$ cat config.mk
export PLATFORM = sky130hd
export DESIGN_NAME = fpq_ctrl
export DESIGN_NICKNAME = d
export VERILOG_FILES = /design/src/fpq_pkg.sv /design/src/fpq_ctrl.sv
export SDC_FILE = /design/constraint.sdc
export NUM_CORES = 1
export LEC_CHECK = 0
export ABC_CLOCK_PERIOD_IN_PS = 2000
export BUFFER_PORTS_ARGS = -buffer_cell sky130_fd_sc_hd__buf_2
export CAP_MARGIN = 20
export CORE_AREA = 5 5 42 44
export CTS_BUF_LIST = sky130_fd_sc_hd__clkbuf_8 sky130_fd_sc_hd__clkbuf_16
export CTS_CLUSTER_DIAMETER = 100
export DETAILED_ROUTE_END_ITERATION = 16
export DIE_AREA = 0 0 47 49
export PLACE_DENSITY = 0.3
export SETUP_SLACK_MARGIN = 0.1
export SLEW_MARGIN = 10
export SYNTH_ARGS = -nofsm -noshare
export SYNTH_HDL_FRONTEND = slang
export SYNTH_SLANG_ARGS = --single-unit
$ cat constraint.sdc
create_clock -name clk -period 2 [get_ports clk]
set_clock_uncertainty 0.2 [all_clocks]
set_input_delay 0.1 -clock clk [delete_from_list [all_inputs] [get_ports clk]]
set_output_delay 0.1 -clock clk [all_outputs]
set_load 0.05 [all_outputs]
$ cat src/fpq_pkg.sv
// Package for the four-level priority queue: payload structs, record layout,
// status and level codes, and the urgency function.
// No dependencies.
`timescale 1ns / 1ps

package fpq_pkg;

    localparam int DEPTH_DEFAULT = 128;

    typedef enum logic [1:0] {
        LVL_RED    = 2'd0,
        LVL_ORANGE = 2'd1,
        LVL_YELLOW = 2'd2,
        LVL_GREEN  = 2'd3
    } level_t;

    typedef enum logic [1:0] {
        ST_INSERTED = 2'd0,
        ST_FULL     = 2'd1,
        ST_SERVED   = 2'd2,
        ST_EMPTY    = 2'd3
    } status_t;

    typedef enum logic {
        CMD_INSERT = 1'b0,
        CMD_REMOVE = 1'b1
    } cmd_t;

    typedef struct packed {
        logic        cmd;
        logic        imminent_risk;
        logic        significant_risk;
        logic        is_stable;
        logic        immediate_risk;
        logic [15:0] tag;
        logic [6:0]  age;
        logic [15:0] arrival;
    } req_t;

    typedef struct packed {
        logic [1:0]  status;
        logic [1:0]  level;
        logic [15:0] out_tag;
        logic [6:0]  out_age;
        logic [15:0] out_arrival;
        logic [7:0]  occupancy;
    } rsp_t;

    // one queued record, 41 bits
    typedef struct packed {
        logic [1:0]  level;
        logic [15:0] tag;
        logic [6:0]  age;
        logic [15:0] arrival;
    } rec_t;

    // controller -> datapath
    typedef struct packed {
        logic load;   // capture request transaction
        logic exec;   // apply operation, load result register
    } cmd_bus_t;

    // first decisive answer wins
    function automatic logic [1:0] urgency(input req_t r);
        logic [1:0] lv;
        if (r.imminent_risk)
            lv = LVL_RED;
        else if (r.significant_risk)
            lv = LVL_ORANGE;
        else if (!r.is_stable)
            lv = LVL_YELLOW;
        else if (r.immediate_risk)
            lv = LVL_YELLOW;
        else
            lv = LVL_GREEN;
        return lv;
    endfunction

endpackage

$ cat src/fpq_ctrl.sv
// Controller for the priority queue: two-state sequencer and result valid.
// Depends on fpq_pkg.
`timescale 1ns / 1ps

module fpq_ctrl (
    input  logic              clk,
    input  logic              rst_n,
    input  logic              req_valid,
    output logic              req_ready,
    output logic              rsp_valid,
    input  logic              rsp_ready,
    output fpq_pkg::cmd_bus_t cmd
);

    typedef enum logic [1:0] {
        S_IDLE = 2'b01,
        S_EXEC = 2'b10
    } state_t;

    state_t state_reg, state_next;
    logic   rsp_valid_reg, rsp_valid_next;

    always_comb
    begin
        state_next     = state_reg;
        rsp_valid_next = rsp_valid_reg;
        req_ready      = 1'b0;
        cmd.load       = 1'b0;
        cmd.exec       = 1'b0;
        if (rsp_valid_reg && rsp_ready)
            rsp_valid_next = 1'b0;
        case (state_reg)
            S_IDLE:
            begin
                req_ready = 1'b1;
                if (req_valid)
                begin
                    cmd.load   = 1'b1;
                    state_next = S_EXEC;
                end
            end
            S_EXEC:
            begin
                // hold until the result register is free
                if (!rsp_valid_reg || rsp_ready)
                begin
                    cmd.exec       = 1'b1;
                    rsp_valid_next = 1'b1;
                    state_next     = S_IDLE;
                end
            end
            default:
            begin
                state_next = S_IDLE;
            end
        endcase
    end

    always_ff @(posedge clk or negedge rst_n)
    begin
        if (!rst_n)
        begin
            state_reg     <= S_IDLE;
            rsp_valid_reg <= 1'b0;
        end
        else
        begin
            state_reg     <= state_next;
            rsp_valid_reg <= rsp_valid_next;
        end
    end

    assign rsp_valid = rsp_valid_reg;

endmodule

==> metrics.cfg <==
[synthesis]
ys.warnings.count=0
netlist_instances=11
ys_types=8
netlist_area_um2=131
synth-main-ff-cell=dfrtp_1
yosys.area.top_type=dfrtp_1
syn_area_per_cell_um2=11.9
synth_common_cells=2 x dfrtp_1, 2 x nand2b_1, 2 x nor2b_1
synth_nets=15
synth_top_area_share_pct=38.1
async_flop_share_pct=100
yosysSeqAreaShare_pct=58.1
synth-edff-count=0
ys_ff_latch=3
synth_area_leaders=dfrtp_1 38%, dfstp_2 20%, nand2b_1 9.5%

[layout]
num-nets-final=28
diodes=0
largest_reg_flops=2
nFillCells=171
final_cell_area_um2=241
synthToLayoutAreaGrowth_pct=83.8
drive_gt1_share_pct=47.8

[drt]
wirelength_um=312
via_per_inst=2.90
num_vias=113
wl_per_cell_um=8.00
antenna_left=0
first_pass_iters=2
post-route-drc-count=0
drt_first_iter_violations=2

[worst_hold_path]
holdPathStages=3
min_from=rsp_ready
min_to=rsp_valid
worstHoldPathType=in -> reg

[clock_tree]
clkSinkCount=3
post_cts_buffers=0
h-tree-depth=1
clockBufferDepth=2
numCtsBuffers=3
insertion_delay_ns=0.21
cts_tree=built
clk_pin_slew_ns=0.03
clockRootBuffer=clkbuf_8

[worst_setup_path]
setup.worst_path.end_class=output port
crit_required_ns=1.70
path_class=reg -> out
rrSetupSlack_ns=0.85
crit_path_max_incr_delay_ns=0.52
startpoint_type=register
worstPathArrival_ns=1.20
r2r_start=state_reg[0]
cp_max_fo=3
rr_worst_depth=2
path_cells=and3b_1 > buf_2
r2r-end=state_reg[0]
crit_slowest_cell=dfstp_2

[timing]
tightestPinTransition_ns=0.254
finalCritPeriodShare_pct=75.2
holdWs_ns=0.0134
fin_ws_ns=0.496
slew_viol_final=0
rsz0062_at_grt=false
setup_tns_ns=0
setup_viol=0
period_needed_ns=1.50
hold_viol_final=0
clock.fmax_mhz=665
max_slew_margin_pct=83.2

[place]
pre_cts_slack_ns=0.721
hpwl_um=226
portBuffers=7
gp_congestion=0.656
place_area_um2=186

[job]
maxCapViolCount=0

[global_route]
grt_use_met3_pct=5.54
grt_pass1_vias=115
grt_use_met2_pct=2.04
grt_usage_pct=3.67
grt_antenna_before_repair=0
grt_max_degree=5
grt_pass1_wl_um=517
grt-busiest-layer=met3
grt_use_met1_pct=5.53
grt_remaining_overflow=0

[floorplanning]
rows=14
placeableCoreArea_mm2=0.00140
ios=8
start_util_pct=9.38
die_h_um=49
die_w_um=47
dieArea_mm2=0.00230

[status]
status=completed

[power]
powerDensity_mw_per_mm2=1280
p_total_uw=309
combPwrFrac_pct=21.7
power.switching_uw=89.3
p_leak_uw=0.000125
switching_share_pct=28.9
seq_power_share_pct=24.0
internal-power_uw=220
power.share.clock_pct=54.3
ir_drop_mv=0.523

metrics by stage:
stage / util (%) / instances
after global placement: 13.3 / 34
after detailed placement: 13.3 / 34
after floorplan: - / 11
after CTS: 17.2 / 39
after global routing: 17.2 / 39
final: 17.2 / 39
power groups by stage:
stage / Sequential, uW / Clock [uW] / Combinational [uW]
3_5_place_dp: 74.8 / 0 / 65.7
4_1_cts: 74.3 / 175 / 67.6
5_1_grt: 76.0 / 185 / 70.7
6_report: 74.2 / 168 / 67.0
3_3_place_gp: 74.4 / 0 / 65.4
2_1_floorplan: 83.3 / 0 / 41.5
final cells by class:
cell class	instances	area, um^2	area share [%]
clock inverters	1	3.75	1.55
repair buffers	8	45.0	18.7
well taps	16	20.0	8.29
flip-flops and latches	3	76.3	31.6
multi-input cells	8	55.1	22.8
clock buffers	3	41.3	17.1
logic make-up after synthesis:
group | Yosys count | synth area share (%)
compound gates | 2 | 13.3
flops | 3 | 58.1
simple gates | 6 | 28.6
worst max-delay path by stage:
stage                             from  endpoint  slack (ns)  cells past startpoint
final                     state_reg[0]    cmd[1]        0.50                      2
after global routing      state_reg[0]    cmd[1]        0.45                      2
after CTS                 state_reg[0]    cmd[1]        0.49                      2
after detailed placement  state_reg[0]    cmd[1]        0.72                      2
after global placement    state_reg[0]    cmd[1]        0.74                      2
after floorplan              rsp_valid    cmd[0]        0.22                      2
cell usage in the layout, fill, tap and decap left out:
| cell type | netlist | layout |
|---|---|---|
| buf_2 | 0 | 7 |
| dlygate4sd3_1 | 0 | 1 |
| clkbuf_8 | 0 | 3 |
| dfrtp_1 | 2 | 2 |
| o21bai_1 | 1 | 1 |
| and3b_1 | 1 | 1 |
| inv_1 | 0 | 1 |
| nand2_1 | 1 | 1 |
| o21ba_1 | 1 | 1 |
| nand2b_1 | 2 | 2 |
| nor2b_1 | 2 | 2 |
| dfstp_2 | 1 | 1 |
worst max-delay path, delay by kind of cell (launching register included):
kind / cells / cell delay [ns]
flip-flops: 1 / 0.52
buffers and inverters: 1 / 0.27
AND/OR/NAND/NOR: 1 / 0.20
what timing repair did:
item	CTS	global route
hold buffers	1	0
gates resized for setup	0	0
hold endpoints to repair	3	0
layer usage:
layer	part of all wire (%)	routed length [um]
met1	54	170
met4	0	0
met5	0	0
met2	23	73
met3	22	69
Note: power is estimated with default switching activity, not from simulation.
